$ cat src/sv/bfa_pkg.sv
// Package for the best-fit block allocator: payload beat types, action and
// status codes, and sizing constants. No dependencies.
package bfa_pkg;

	localparam int unsigned MaxBlocksDefault = 64;
	localparam int unsigned HeaderBytesDefault = 32;
	localparam logic [23:0] HeapLimitReset = 24'hFFFFFF;

	localparam logic [1:0] ActAlloc = 2'd0;
	localparam logic [1:0] ActFree = 2'd1;
	localparam logic [1:0] ActDefrag = 2'd2;

	localparam logic [1:0] StOk = 2'd0;
	localparam logic [1:0] StZero = 2'd1;
	localparam logic [1:0] StNoMem = 2'd2;
	localparam logic [1:0] StBadFree = 2'd3;

	localparam logic [1:0] RegHeapLimit = 2'd0;

	typedef struct packed {
		logic [1:0] action;
		logic [23:0] request_size;
		logic [23:0] payload_offset;
	} req_t;

	typedef struct packed {
		logic [1:0] status;
		logic [23:0] granted_offset;
		logic [23:0] free_bytes;
		logic [23:0] largest_free;
		logic [6:0] live_count;
	} rsp_t;

endpackage

$ cat src/sv/bfa_table.sv
// Block table memory for the allocator: one size/free-mark entry per block,
// one write and one registered read per cycle. Uses bfa_pkg only by name.
module bfa_table #(
	parameter int unsigned MaxBlocks = bfa_pkg::MaxBlocksDefault,
	localparam int unsigned IdxW = $clog2(MaxBlocks)
) (
	input logic clk,
	input logic we,
	input logic [IdxW-1:0] waddr,
	input logic [24:0] wdata,
	input logic [IdxW-1:0] raddr,
	output logic [24:0] rdata
);

	logic [24:0] mem [MaxBlocks];

	always_ff @(posedge clk) begin
		if (we) begin
			mem[waddr] <= wdata;
		end
		rdata <= mem[raddr];
	end

endmodule

$ cat src/sv/best_fit_block_allocator.sv
// Top level of the best-fit block allocator: sequencer, shared adder, APB
// register. Depends on bfa_pkg and bfa_table.
//
// Usage: requests arrive on the req channel (req_valid/req_ready, payload
// req_t) and one result beat per request leaves on rsp (rsp_valid/rsp_ready,
// payload rsp_t). heap_limit is written over the APB port at byte address 0.
// The block works on one request at a time. Each table entry is read over a
// single registered memory port: an allocate or free makes a search pass
// over the blocks and a defragment a merge pass, each entry shifted by a
// split or a merge is moved on its own, and every request ends with a
// statistics pass over all blocks.
// The finished result sits in an output register; req_ready stays low until
// that beat is taken, so a stalled receiver simply holds the block.
// Reset clears the block count, heap size and live count and returns
// heap_limit to its maximum; the table itself is not cleared since only
// entries below the count are read.
module best_fit_block_allocator #(
	parameter int unsigned MaxBlocks = bfa_pkg::MaxBlocksDefault,
	parameter int unsigned HeaderBytes = bfa_pkg::HeaderBytesDefault
) (
	input logic clk,
	input logic arst_n,
	input logic req_valid,
	output logic req_ready,
	input bfa_pkg::req_t req,
	output logic rsp_valid,
	input logic rsp_ready,
	output bfa_pkg::rsp_t rsp,
	input logic psel,
	input logic penable,
	input logic pwrite,
	input logic [1:0] paddr,
	input logic [31:0] pwdata,
	output logic [31:0] prdata,
	output logic pready
);

	localparam int unsigned IdxW = $clog2(MaxBlocks);
	localparam int unsigned CntW = $clog2(MaxBlocks + 1);
	localparam logic [25:0] Hdr = 26'(HeaderBytes);
	localparam logic [CntW-1:0] MaxCnt = CntW'(MaxBlocks);
	localparam logic [1:0] RegHeapLimitAddr = 2'(4 * bfa_pkg::RegHeapLimit);

	typedef enum logic [3:0] {
		S_IDLE, S_SCAN_RD, S_SCAN, S_DECIDE, S_SHIFT_RD, S_SHIFT_WR,
		S_FINISH, S_DF_RD, S_DF_CHK, S_DF_RM_RD, S_DF_RM_WR, S_ST_RD,
		S_ST, S_OUT
	} state_t;

	state_t state_q;
	bfa_pkg::req_t req_q;
	logic [23:0] limit_q, heap_used_q;
	logic [CntW-1:0] total_q, live_q;
	logic [IdxW:0] i_q, k_q;
	logic [25:0] need_q, start_q, best_start_q, best_diff_q;
	logic [IdxW-1:0] best_q;
	logic [23:0] best_size_q;
	logic found_q, hit_q;
	logic [24:0] prev_q;
	logic [1:0] status_q;
	logic [23:0] granted_q, fsum_q, largest_q;
	bfa_pkg::rsp_t rsp_q;
	logic rsp_valid_q;

	logic we;
	logic [IdxW-1:0] waddr, raddr;
	logic [24:0] wdata, rdata;

	bfa_table #(.MaxBlocks(MaxBlocks)) u_table (
		.clk(clk), .we(we), .waddr(waddr), .wdata(wdata),
		.raddr(raddr), .rdata(rdata)
	);

	// Shared adder: one add per cycle.
	logic [25:0] add_a, add_b, add_y;
	assign add_y = add_a + add_b;
	logic [23:0] rsize;
	logic rfree;
	assign rsize = rdata[23:0];
	assign rfree = rdata[24];

	// Entry zero of a defragment pass only loads prev_q; later entries merge
	// when both neighbors are free.
	logic df_merge;
	assign df_merge = (i_q != '0) && prev_q[24] && rfree;

	assign req_ready = (state_q == S_IDLE) && !rsp_valid_q;
	assign rsp_valid = rsp_valid_q;
	assign rsp = rsp_q;
	assign pready = 1'b1;
	assign prdata = (paddr == RegHeapLimitAddr) ? {8'd0, limit_q} : 32'd0;

	always_ff @(posedge clk or negedge arst_n) begin
		if (!arst_n) begin
			limit_q <= bfa_pkg::HeapLimitReset;
		end else if (psel && penable && pwrite && paddr == RegHeapLimitAddr) begin
			limit_q <= pwdata[23:0];
		end
	end

	// Memory port and shared adder operand control.
	always_comb begin
		we = 1'b0;
		waddr = '0;
		wdata = '0;
		raddr = i_q[IdxW-1:0];
		add_a = start_q;
		add_b = {2'b0, rsize};
		case (state_q)
			S_SHIFT_RD: raddr = IdxW'(k_q - 1'b1);
			S_SHIFT_WR: begin
				we = 1'b1;
				waddr = k_q[IdxW-1:0];
				wdata = rdata;
			end
			S_DF_RM_RD: raddr = IdxW'(k_q + 1'b1);
			S_DF_RM_WR: begin
				we = 1'b1;
				waddr = k_q[IdxW-1:0];
				wdata = rdata;
			end
			S_DF_CHK: begin
				add_a = {2'b0, prev_q[23:0]};
				if (df_merge) begin
					we = 1'b1;
					waddr = IdxW'(i_q - 1'b1);
					wdata = {1'b1, add_y[23:0]};
				end
			end
			S_ST: begin
				add_a = {2'b0, fsum_q};
			end
			S_DECIDE: begin
				add_a = need_q;
				add_b = {2'b0, heap_used_q};
			end
			S_FINISH: begin
				if (req_q.action == bfa_pkg::ActFree) begin
					we = 1'b1;
					waddr = best_q;
					wdata = {1'b1, best_size_q};
				end else if (found_q) begin
					we = 1'b1;
					waddr = best_q;
					wdata = {1'b0, hit_q ? need_q[23:0] : best_size_q};
				end else begin
					we = 1'b1;
					waddr = total_q[IdxW-1:0];
					wdata = {1'b0, need_q[23:0]};
				end
			end
			default: ;
		endcase
	end

	logic [25:0] diff;
	assign diff = {2'b0, rsize} - need_q;
	logic split_ok;
	assign split_ok = {2'b0, best_size_q} >= need_q + Hdr + 26'd8 && total_q < MaxCnt;

	always_ff @(posedge clk or negedge arst_n) begin
		if (!arst_n) begin
			state_q <= S_IDLE;
			total_q <= '0;
			heap_used_q <= '0;
			live_q <= '0;
			rsp_valid_q <= 1'b0;
			found_q <= 1'b0;
			hit_q <= 1'b0;
		end else begin
			if (rsp_valid_q && rsp_ready) begin
				rsp_valid_q <= 1'b0;
			end
			case (state_q)
				S_IDLE: begin
					if (req_valid && req_ready) begin
						req_q <= req;
						i_q <= '0;
						start_q <= '0;
						found_q <= 1'b0;
						hit_q <= 1'b0;
						granted_q <= '0;
						need_q <= {2'b0, (req.request_size + 24'd7) & ~24'd7} + Hdr
							+ {1'b0, &req.request_size[23:3] && |req.request_size[2:0], 24'd0};
						if (req.action == bfa_pkg::ActAlloc && req.request_size == '0) begin
							status_q <= bfa_pkg::StZero;
							state_q <= S_ST_RD;
						end else begin
							status_q <= bfa_pkg::StOk;
							if (req.action == bfa_pkg::ActAlloc ||
								req.action == bfa_pkg::ActFree) begin
								state_q <= S_SCAN_RD;
							end else if (req.action == bfa_pkg::ActDefrag) begin
								state_q <= S_DF_RD;
							end else begin
								state_q <= S_ST_RD;
							end
						end
					end
				end
				S_SCAN_RD: begin
					if ({1'b0, i_q} >= (IdxW+2)'(total_q)) begin
						i_q <= '0;
						state_q <= (req_q.action == bfa_pkg::ActFree) ? S_ST_RD : S_DECIDE;
						if (req_q.action == bfa_pkg::ActFree) begin
							status_q <= bfa_pkg::StBadFree;
						end
					end else begin
						state_q <= S_SCAN;
					end
				end
				S_SCAN: begin
					if (req_q.action == bfa_pkg::ActFree) begin
						if (start_q + Hdr == {2'b0, req_q.payload_offset}) begin
							i_q <= '0;
							if (rfree) begin
								status_q <= bfa_pkg::StBadFree;
								state_q <= S_ST_RD;
							end else begin
								best_q <= i_q[IdxW-1:0];
								best_size_q <= rsize;
								live_q <= live_q - 1'b1;
								state_q <= S_FINISH;
							end
						end else begin
							i_q <= i_q + 1'b1;
							state_q <= S_SCAN_RD;
						end
					end else begin
						if (rfree && {2'b0, rsize} >= need_q &&
							(!found_q || diff < best_diff_q)) begin
							found_q <= 1'b1;
							best_diff_q <= diff;
							best_q <= i_q[IdxW-1:0];
							best_size_q <= rsize;
							best_start_q <= start_q;
						end
						i_q <= i_q + 1'b1;
						state_q <= S_SCAN_RD;
					end
					start_q <= add_y;
				end
				S_DECIDE: begin
					i_q <= '0;
					if (found_q) begin
						live_q <= live_q + 1'b1;
						granted_q <= 24'(best_start_q + Hdr);
						if (split_ok) begin
							hit_q <= 1'b1;
							k_q <= (IdxW+1)'(total_q);
							state_q <= S_SHIFT_RD;
						end else begin
							state_q <= S_FINISH;
						end
					end else if (total_q >= MaxCnt || add_y > {2'b0, limit_q}) begin
						status_q <= bfa_pkg::StNoMem;
						state_q <= S_ST_RD;
					end else begin
						granted_q <= 24'({2'b0, heap_used_q} + Hdr);
						heap_used_q <= add_y[23:0];
						state_q <= S_FINISH;
					end
				end
				S_SHIFT_RD: begin
					if (k_q == {1'b0, best_q} + 1'b1) begin
						state_q <= S_FINISH;
					end else begin
						state_q <= S_SHIFT_WR;
					end
				end
				S_SHIFT_WR: begin
					k_q <= k_q - 1'b1;
					state_q <= S_SHIFT_RD;
				end
				S_FINISH: begin
					i_q <= '0;
					if (req_q.action == bfa_pkg::ActAlloc && !found_q) begin
						// Growth: the new block and its owner count together.
						total_q <= total_q + 1'b1;
						live_q <= live_q + 1'b1;
						state_q <= S_ST_RD;
					end else if (hit_q) begin
						// Second write of a split: the free remainder after best.
						hit_q <= 1'b0;
						found_q <= 1'b0;
						total_q <= total_q + 1'b1;
						best_q <= IdxW'(best_q + 1'b1);
						best_size_q <= 24'({2'b0, best_size_q} - need_q);
						req_q.action <= bfa_pkg::ActFree;
						state_q <= S_FINISH;
					end else begin
						state_q <= S_ST_RD;
					end
				end
				S_DF_RD: begin
					if ({1'b0, i_q} >= (IdxW+2)'(total_q)) begin
						i_q <= '0;
						state_q <= S_ST_RD;
					end else begin
						state_q <= S_DF_CHK;
					end
				end
				S_DF_CHK: begin
					// prev_q holds the entry before i; read entry i arrived.
					if (df_merge) begin
						prev_q <= {1'b1, add_y[23:0]};
						k_q <= i_q;
						state_q <= S_DF_RM_RD;
					end else begin
						prev_q <= rdata;
						i_q <= i_q + 1'b1;
						state_q <= S_DF_RD;
					end
				end
				S_DF_RM_RD: begin
					if ({1'b0, k_q} + 1'b1 >= (IdxW+2)'(total_q)) begin
						total_q <= total_q - 1'b1;
						state_q <= S_DF_RD;
					end else begin
						state_q <= S_DF_RM_WR;
					end
				end
				S_DF_RM_WR: begin
					k_q <= k_q + 1'b1;
					state_q <= S_DF_RM_RD;
				end
				S_ST_RD: begin
					if (i_q == '0) begin
						fsum_q <= '0;
						largest_q <= '0;
					end
					if ({1'b0, i_q} >= (IdxW+2)'(total_q)) begin
						state_q <= S_OUT;
					end else begin
						state_q <= S_ST;
					end
				end
				S_ST: begin
					if (rfree) begin
						fsum_q <= add_y[23:0];
						if (rsize > largest_q) begin
							largest_q <= rsize;
						end
					end
					i_q <= i_q + 1'b1;
					state_q <= S_ST_RD;
				end
				S_OUT: begin
					if (!rsp_valid_q) begin
						rsp_q.status <= status_q;
						rsp_q.granted_offset <= (status_q == bfa_pkg::StOk) ? granted_q : '0;
						rsp_q.free_bytes <= fsum_q;
						rsp_q.largest_free <= largest_q;
						rsp_q.live_count <= 7'(live_q);
						rsp_valid_q <= 1'b1;
						state_q <= S_IDLE;
					end
				end
				default: state_q <= S_IDLE;
			endcase
		end
	end

`ifndef NO_ASSERTIONS
	a_live_bound: assert property (@(posedge clk) disable iff (!arst_n)
		live_q <= total_q) else $error("live count exceeds block count");
	a_total_bound: assert property (@(posedge clk) disable iff (!arst_n)
		total_q <= MaxCnt) else $error("block count exceeds table size");
	a_busy: assert property (@(posedge clk) disable iff (!arst_n)
		(req_valid && req_ready) |=> !req_ready) else $error("accepted while busy");
	a_rsp_ok: assert property (@(posedge clk) disable iff (!arst_n)
		(rsp_valid && rsp.status != bfa_pkg::StOk) |-> rsp.granted_offset == '0)
		else $error("offset granted on failure");
`endif

endmodule

$ cat config.mk
export PLATFORM = sky130hd
export DESIGN_NAME = best_fit_block_allocator
export DESIGN_NICKNAME = d
export VERILOG_FILES = /design/src/sv/bfa_pkg.sv /design/src/sv/bfa_table.sv /design/src/sv/best_fit_block_allocator.sv
export SDC_FILE = /design/constraint.sdc
export NUM_CORES = 2
export LEC_CHECK = 0
export BUFFER_PORTS_ARGS = -buffer_cell sky130_fd_sc_hd__buf_2
export CAP_MARGIN = 15
export CORE_MARGIN = 4
export CORE_UTILIZATION = 60
export CTS_BUF_LIST = sky130_fd_sc_hd__clkbuf_2
export DETAILED_ROUTE_END_ITERATION = 7
export PLACE_DENSITY = 0.86
export REMOVE_ABC_BUFFERS = 1
export SLEW_MARGIN = 15
export SYNTH_ARGS = -nofsm -noshare
export SYNTH_HDL_FRONTEND = slang
export SYNTH_SLANG_ARGS = --single-unit
$ cat constraint.sdc
create_clock -name clk -period 13.44 [get_ports clk]
set_input_delay 2.016 -clock clk [delete_from_list [all_inputs] [get_ports clk]]
set_output_delay 2.016 -clock clk [all_outputs]
set_load 0.005 [all_outputs]
; Word-level counts from Yosys, hierarchy flattened
; Memories as Yosys holds them, arrays and structs flattened. A register that Yosys moved wholly into a read port is not among the register bits.
; Cells that the tools add are included.
[word_totals]
reg_bits = 445
mem_bits_rw = 1600
inputBits = 91
word_cells = 289
memories = 1
[mem_list]
columns = memory, words, word_bits, read_ports, rd_ports_with_merged_regs, wr, line_no
row1 = u_table.mem, 64, 25, 1, 1, 1, bfa_table.sv:15  ; logic [24:0] mem [MaxBlocks];
[classes]
add_sub_neg = 22
magnitude_cmp = 9
eq_ne = 47
mux = 112
bitwise = 4
n_reduce_logical = 64
[ops]
columns = op, n
row1 = $mux 24, 18
row2 = $pmux 24 s2, 4
row3 = $mux 7, 16
row4 = $pmux 26 s3, 1
row5 = $pmux 25 s3, 1
row6 = $mux 4, 16
row7 = $pmux 4 s14, 1
row8 = $mux 6, 9
row9 = $add 26x6->26 const B, 2
row10 = $ge 24x26->1, 2
row11 = $pmux 26 s2, 1
row12 = $mux 25, 2
row13 = $mux 50, 1
row14 = $add 24x6->24 const B, 2
row15 = $pmux 7 s6, 1
row16 = $ne 2x2->1 const B, 20
row17 = $add 7x1->7 const B, 4
row18 = $pmux 7 s4, 1
row19 = $add 25x25->26, 1
row20 = $add 26x26->26, 1
row21 = $add 26x4->26 const B, 1
row22 = $eq 26x24->1, 1
row23 = $gt 26x24->1, 1
row24 = $lt 26x26->1, 1
row25 = other kinds (57), 150

; Longest topological paths before layout
[depth]
depth_word = 8
ltp_mapped = 30

; By module
; Synthesis repeated with hierarchy kept, for this count alone.
[hier_totals]
hier_cells = 5420
hier_area_um2 = 88242.1
[by_module_without_submodules]
columns = module, n_inst, cells_each, area_per_inst_um2
row1 = bfa_table, 1, 2884, 62517.5
row2 = best_fit_block_allocator, 1, 2536, 25724.7

; Worst setup path after synthesis
; No wires, ideal clock.
[synth_path]
path_type = input -> register
start = input arst_n
end = register rsp_q (netlist bit rsp[0]) (enable)
setup_time_ns = 0.749
arrival_time_ns = 10.408
t_required_ns = 12.691
path_slack_ns = 2.283
cell_stages = 2
n_path_buf = 0
cell_sequence = nand2_1 -> nor4b_1
[synth_between]
elab_chain_cells = 1
[synth_rtl]
columns = element, line_no
row1 = start: declaration, best_fit_block_allocator.sv:22  ; input logic arst_n,
row2 = $reduce_and 3->1 (no line), n/a
row3 = end: declaration, best_fit_block_allocator.sv:62  ; bfa_pkg::rsp_t rsp_q;
; Every way passes these cells.
; A chain may end at the register's enable or synchronous reset.

; Worst setup path in the final report
[layout_path]
start = register state_q[2]
end = register granted_q[1] (enable)
[layout_between]
elab_chain_cells = 7
elab_cells_between_ends = 15
classes_between = add/sub (1) / order compare (1) / eq/ne (5) / mux (2) / reduce/logical (6)
[layout_rtl]
columns = element, line_no
row1 = start: declaration, best_fit_block_allocator.sv:50  ; state_t state_q;
row2 = start signal: assignment, best_fit_block_allocator.sv:204  ; state_q <= (req_q.action == bfa_pkg::ActFree) ? S_ST_RD : S_DECIDE;
row3 = $eq 4x2->1 / $eq 4x4->1 (equally long branches), best_fit_block_allocator.sv:109  ; case (state_q)
row4 = $pmux 26 s3 / $mux 24 (equally long branches), best_fit_block_allocator.sv:109
row5 = $add 26x26->26 (*), best_fit_block_allocator.sv:76  ; assign add_y = add_a + add_b;
row6 = net add_y[18], best_fit_block_allocator.sv:75  ; logic [25:0] add_a, add_b, add_y;
row7 = $gt 26x24->1 (*), best_fit_block_allocator.sv:255  ; end else if (total_q >= MaxCnt || add_y > {2'b0, limit_q}) begin
row8 = $logic_or 1x1->1 (*), best_fit_block_allocator.sv:255
row9 = $ne 3x3->1 (no line) (*), n/a
row10 = $reduce_and 4->1 (no line) (*), n/a
row11 = end signal: assignment, best_fit_block_allocator.sv:247  ; granted_q <= 24'(best_start_q + Hdr);
row12 = end signal: assignment, best_fit_block_allocator.sv:259  ; granted_q <= 24'({2'b0, heap_used_q} + Hdr);
row13 = end: declaration, best_fit_block_allocator.sv:61  ; logic [23:0] granted_q, fsum_q, largest_q;
; Mark *: on every way through the listed nets, which the timed path passes. The rest lies on a longest branch.

==> reports/results.env <==
CRITPATHARRIVALTIME_NS=9.96
FIRSTDRTPASSITERS=8
GROUTE.USAGE.OVERALL=0.3172
CLOCK_INSERTION_DELAY_WORST_SKEW_NS=2.00
NUMCTSBUFFERS=482
GRT.OVERFLOW.TOTAL=0
P_PER_AREA_nW_PER_UM2=235.7
TIGHTESTPINTRANSITION_NS=1.277
CTS_HTREE_LEVELS=5
POWER_mW=22.77
IR_DROP_V=0.0003051
CAP_VIOLATIONS=0
YS_TOP_CELLS_BY_AREA='edfxtp_1 (66%), nand2_1 (6.4%), nand3_1 (2.7%), ha_1 (2.7%), mux2i_1 (2.3%)'
RESULT_OF_THE_RUN='completed'
SYNTH-XOR-AREA-SHARE=0.01771
CTS_TREE='done'
PLACE_CONGESTION=0.9540
SYNTH_FLOP_CELL='edfxtp_1'
VIAS=62680
POST_LAYOUT_NETS=7694
CRIT_PATH_MAX_FANOUT=44
GRT_ANTENNA_BEFORE_REPAIR=13
SYNTH_TOP_FAMILY_BY_AREA='simple AND/OR/NAND/NOR gates'
GRT_FIRST_PASS_WIRELENGTH_UM=365500
SYNTH_FA_HA_AREA_FRAC=0.02796
CRITPATHREQUIREDTIME_NS=14.89
FIN_TNS_SETUP_NS=0
FIN_SKEW_NS=0.2341
WORSTSETUPENDPOINTTYPE='register'
MAXCLOCKFREQUENCY_MHz=117.5
FILLERS=9924
BOUNDARYPINS=207
SYNTHARSTFLOPSHARE=0.03377
CRITICAL_PATH.STARTPOINT_TYPE='register'
SETUP_VIOL_COUNT_FINAL=0
SYN_AVG_CELL_AREA_UM2=12.72
CLK_PIN_SLEW_NS=0.12
POST-ROUTE-DRC-COUNT=0
NETLIST-CELL-TYPE-COUNT=89
MET1_ROUTED_LENGTH_UM=87010
REG2REG_SETUP_SLACK_NS=4.93
SYNTH_COMPOUND_AREA_FRAC=0.08055
NETLIST_INSTANCES=6956
FINALCRITPERIODSHARE=0.6333
CTS_SINKS=2043
CTS_MAX_PATH_BUFFERS=4
DETAILEDPLACEMENTHPWL_UM=150600
CORE_AREA_UM2=146100
DRIVE_GT1_FRAC=0.1675
GRT_PASS1_VIAS=61380
WL_MET3_UM=32380
POST_SYNTH_MUX_AREA_SHARE=0.02687
CTS_HOLD_BUFFERS=0
TOTAL_LEAKAGE_POWER_nW=35.72
HOLDCRITPATHCLASS='in -> async'
SYNTH_TOP_AREA_FRAC=0.6613
POST_DRT_WL_PER_CELL_UM=25.57
MAX_SLEW_MARGIN=0.1484
POST-CTS-SETUP-BUFFER-COUNT=0
DIE_H_UM=392.1
DIE_AREA_UM2=153700
START_UTIL=0.6058
STD_CELL_ROWS=140
FINALWIRELENGTH_UM=248000
SYNTH_EDF_COUNT=1949
CLOCK_TREE.ROOT_CELL='clkbuf_2'
AREAGROWTHSYNTHTOFINISH_PCT=9.117
TIMING.FINAL.HOLD_VIOLATIONS=0
RSZ0062_AT_GRT='no'
WORST_SLACK_NS=4.929
NETLIST.TOP_CELL.BY_AREA='edfxtp_1'
TIMING.FINAL.CRIT_PERIOD_NS=8.511
DIE-WIDTH_UM=392.1
GRT_MAX_DEGREE=164
SETUP_SLACK_AT_PLACEMENT_NS=5.226
TIMING_MAX_TRANSITION_VIOLATIONS_FINAL=0
ROUTED_VIA_DENSITY=6.462
WORSTSETUPPATHTYPE='reg -> reg'
MET2_WIRELENGTH_UM=115100
SYNTH.CELL_AREA_UM2=88510
YOSYSSEQAREASHARE=0.6868
FINAL_CELLS=9700
HOLD-WORST-SLACK_NS=0.1322
SYNTH_SIMPLE_GATE_AREA_SHARE=0.1334
FLOP_AND_LATCH_COUNT_OUT_OF_SYNTHESIS=2043
ROUTED.TOP_LAYER='met4'
POST_CTS_RESIZE_COUNT=0
ANTENNA_LEFT=0
POST-PLACE-CELLS=8840
PLACE.PORT_BUFFERS=189
YOSYS_WARNINGS=0
INITIALDRTVIOLATIONCOUNT=9143
==> per-layer routing <==
layer | track usage | up-vias
met1 | 0.4051 | 30000
met3 | 0.08414 | 846
met5 | 0 | -
li1 | - | 27070
met2 | 0.5006 | 4773
met4 | 0.1696 | 0
==> kinds of logic (layout without fill, tap and decap cells) <==
family                   after synthesis  count (layout)
AO/OA/AOI/OAI                       1025            1025
other                                  2              27
XOR/XNOR                             179             179
flip-flops                          2043            2043
adder cells (fa/ha/maj)              196             196
multiplexers                         228             228
AND/OR/NAND/NOR                     2696            2696
buffers and inverters                587            1389
==> critical path, stage by stage, from the launching register on <==
cell	delay [ns]
dfrtp_1	0.68
or2_2	0.49
nor2_4	0.12
buf_4	0.47
a21oi_1	0.38
a222oi_1	0.44
inv_1	0.08
ha_1	0.24
fa_1	0.49
a211oi_1	0.33
nor3_1	0.13
o22ai_1	0.44
o21ai_1	0.28
a21o_1	0.23
a21oi_1	0.16
xor2_1	0.55
inv_1	0.17
ha_1	0.22
a21o_1	0.15
a21o_1	0.17
a21oi_1	0.22
o221ai_1	0.16
a21o_1	0.17
a21oi_1	0.18
nand4_1	0.34
a21o_1	0.31
a21oi_2	0.14
buf_4	0.36
==> flip-flops by register name, summed over array words and instances (netlist names), 25 cells and up <==
| register | cells |
|---|---|
| rsp | 81 |
| u_table.rdata | 25 |
| best_diff_q | 26 |
| start_q | 26 |
| prev_q | 25 |
| u_table.mem | 1600 |
| req_q | 26 |
==> cell type report <==
class,instances,area [um2],area share
flip-flops and latches,2043,60780,0.6294
repair buffers,362,2310,0.02392
multi-input cells,4334,26150,0.2708
inverters,184,691.9,0.007164
diodes,17,42.54,0.0004405
well taps,1917,2399,0.02484
clock inverters,134,646.9,0.006698
clock buffers,709,3548,0.03674
==> cell usage in the layout (no fill, tap or decap), drive strengths merged, types with 43 or more instances in the layout <==
| cell type | n |
|---|---|
| edfxtp | 1949 |
| nand2 | 1509 |
| clkbuf | 709 |
| nand3 | 483 |
| buf | 362 |
| nor2 | 283 |
| a21oi | 201 |
| mux2i | 199 |
| ha | 193 |
| inv | 190 |
| a32oi | 173 |
| o21ai | 162 |
| a31oi | 154 |
| and3 | 134 |
| clkinv | 122 |
| xnor2 | 119 |
| nor3 | 69 |
| a21o | 63 |
| nand4 | 63 |
| xor2 | 60 |
| a311oi | 54 |
| dfrtp | 45 |
| and2 | 43 |
==> final timing paths <==
kind | startpoint | to | depth (start not counted)
setup / recovery | state_q[2]$_DFFE_PN0P_ | granted_q[1]$_SDFFCE_PP0P_ | 27
hold / removal | arst_n | total_q[5]$_DFFE_PN0P_ | 1
setup reg to reg | state_q[2]$_DFFE_PN0P_ | granted_q[1]$_SDFFCE_PP0P_ | 27
hold reg to reg | largest_q[23]$_SDFFCE_PP0P_ | rsp[30]$_DFFE_PP_ | 0
max in group asynchronous | arst_n | heap_used_q[0]$_DFFE_PN0P_ | 2
min in group clk | req[15] | req_q[15]$_DFFE_PP_ | 1
==> where the power goes <==
| part | leakage (nW) | switching [mW] | internal [mW] |
|---|---|---|---|
| registers | 19.1 | 0.377 | 7.96 |
| logic | 13.4 | 7.49 | 3.07 |
| clock network | 3.27 | 2.38 | 1.48 |
==> per-stage QoR <==
stage,util,instance area [um2]
5_1_grt,0.6610,96560
2_1_floorplan,-,86870
3_5_place_dp,0.6320,92330
4_1_cts,0.6608,96530
3_3_place_gp,0.6320,92330
6_report,0.6611,96580
==> synthesized netlist by cell type, drive strengths merged (25+ instances only) <==
cell,n
a21o,63
a21oi,201
a222oi,29
a311oi,54
a31oi,154
a32oi,173
and2,43
and3,134
buf,142
clkbuf,261
dfrtp,45
dfxtp,25
edfxtp,1949
ha,193
inv,184
mux2,25
mux2i,199
nand2,1509
nand3,483
nand4,63
nor2,283
nor3,69
o21ai,162
o221ai,37
xnor2,119
xor2,60
Power figures use the tool's default switching activity.
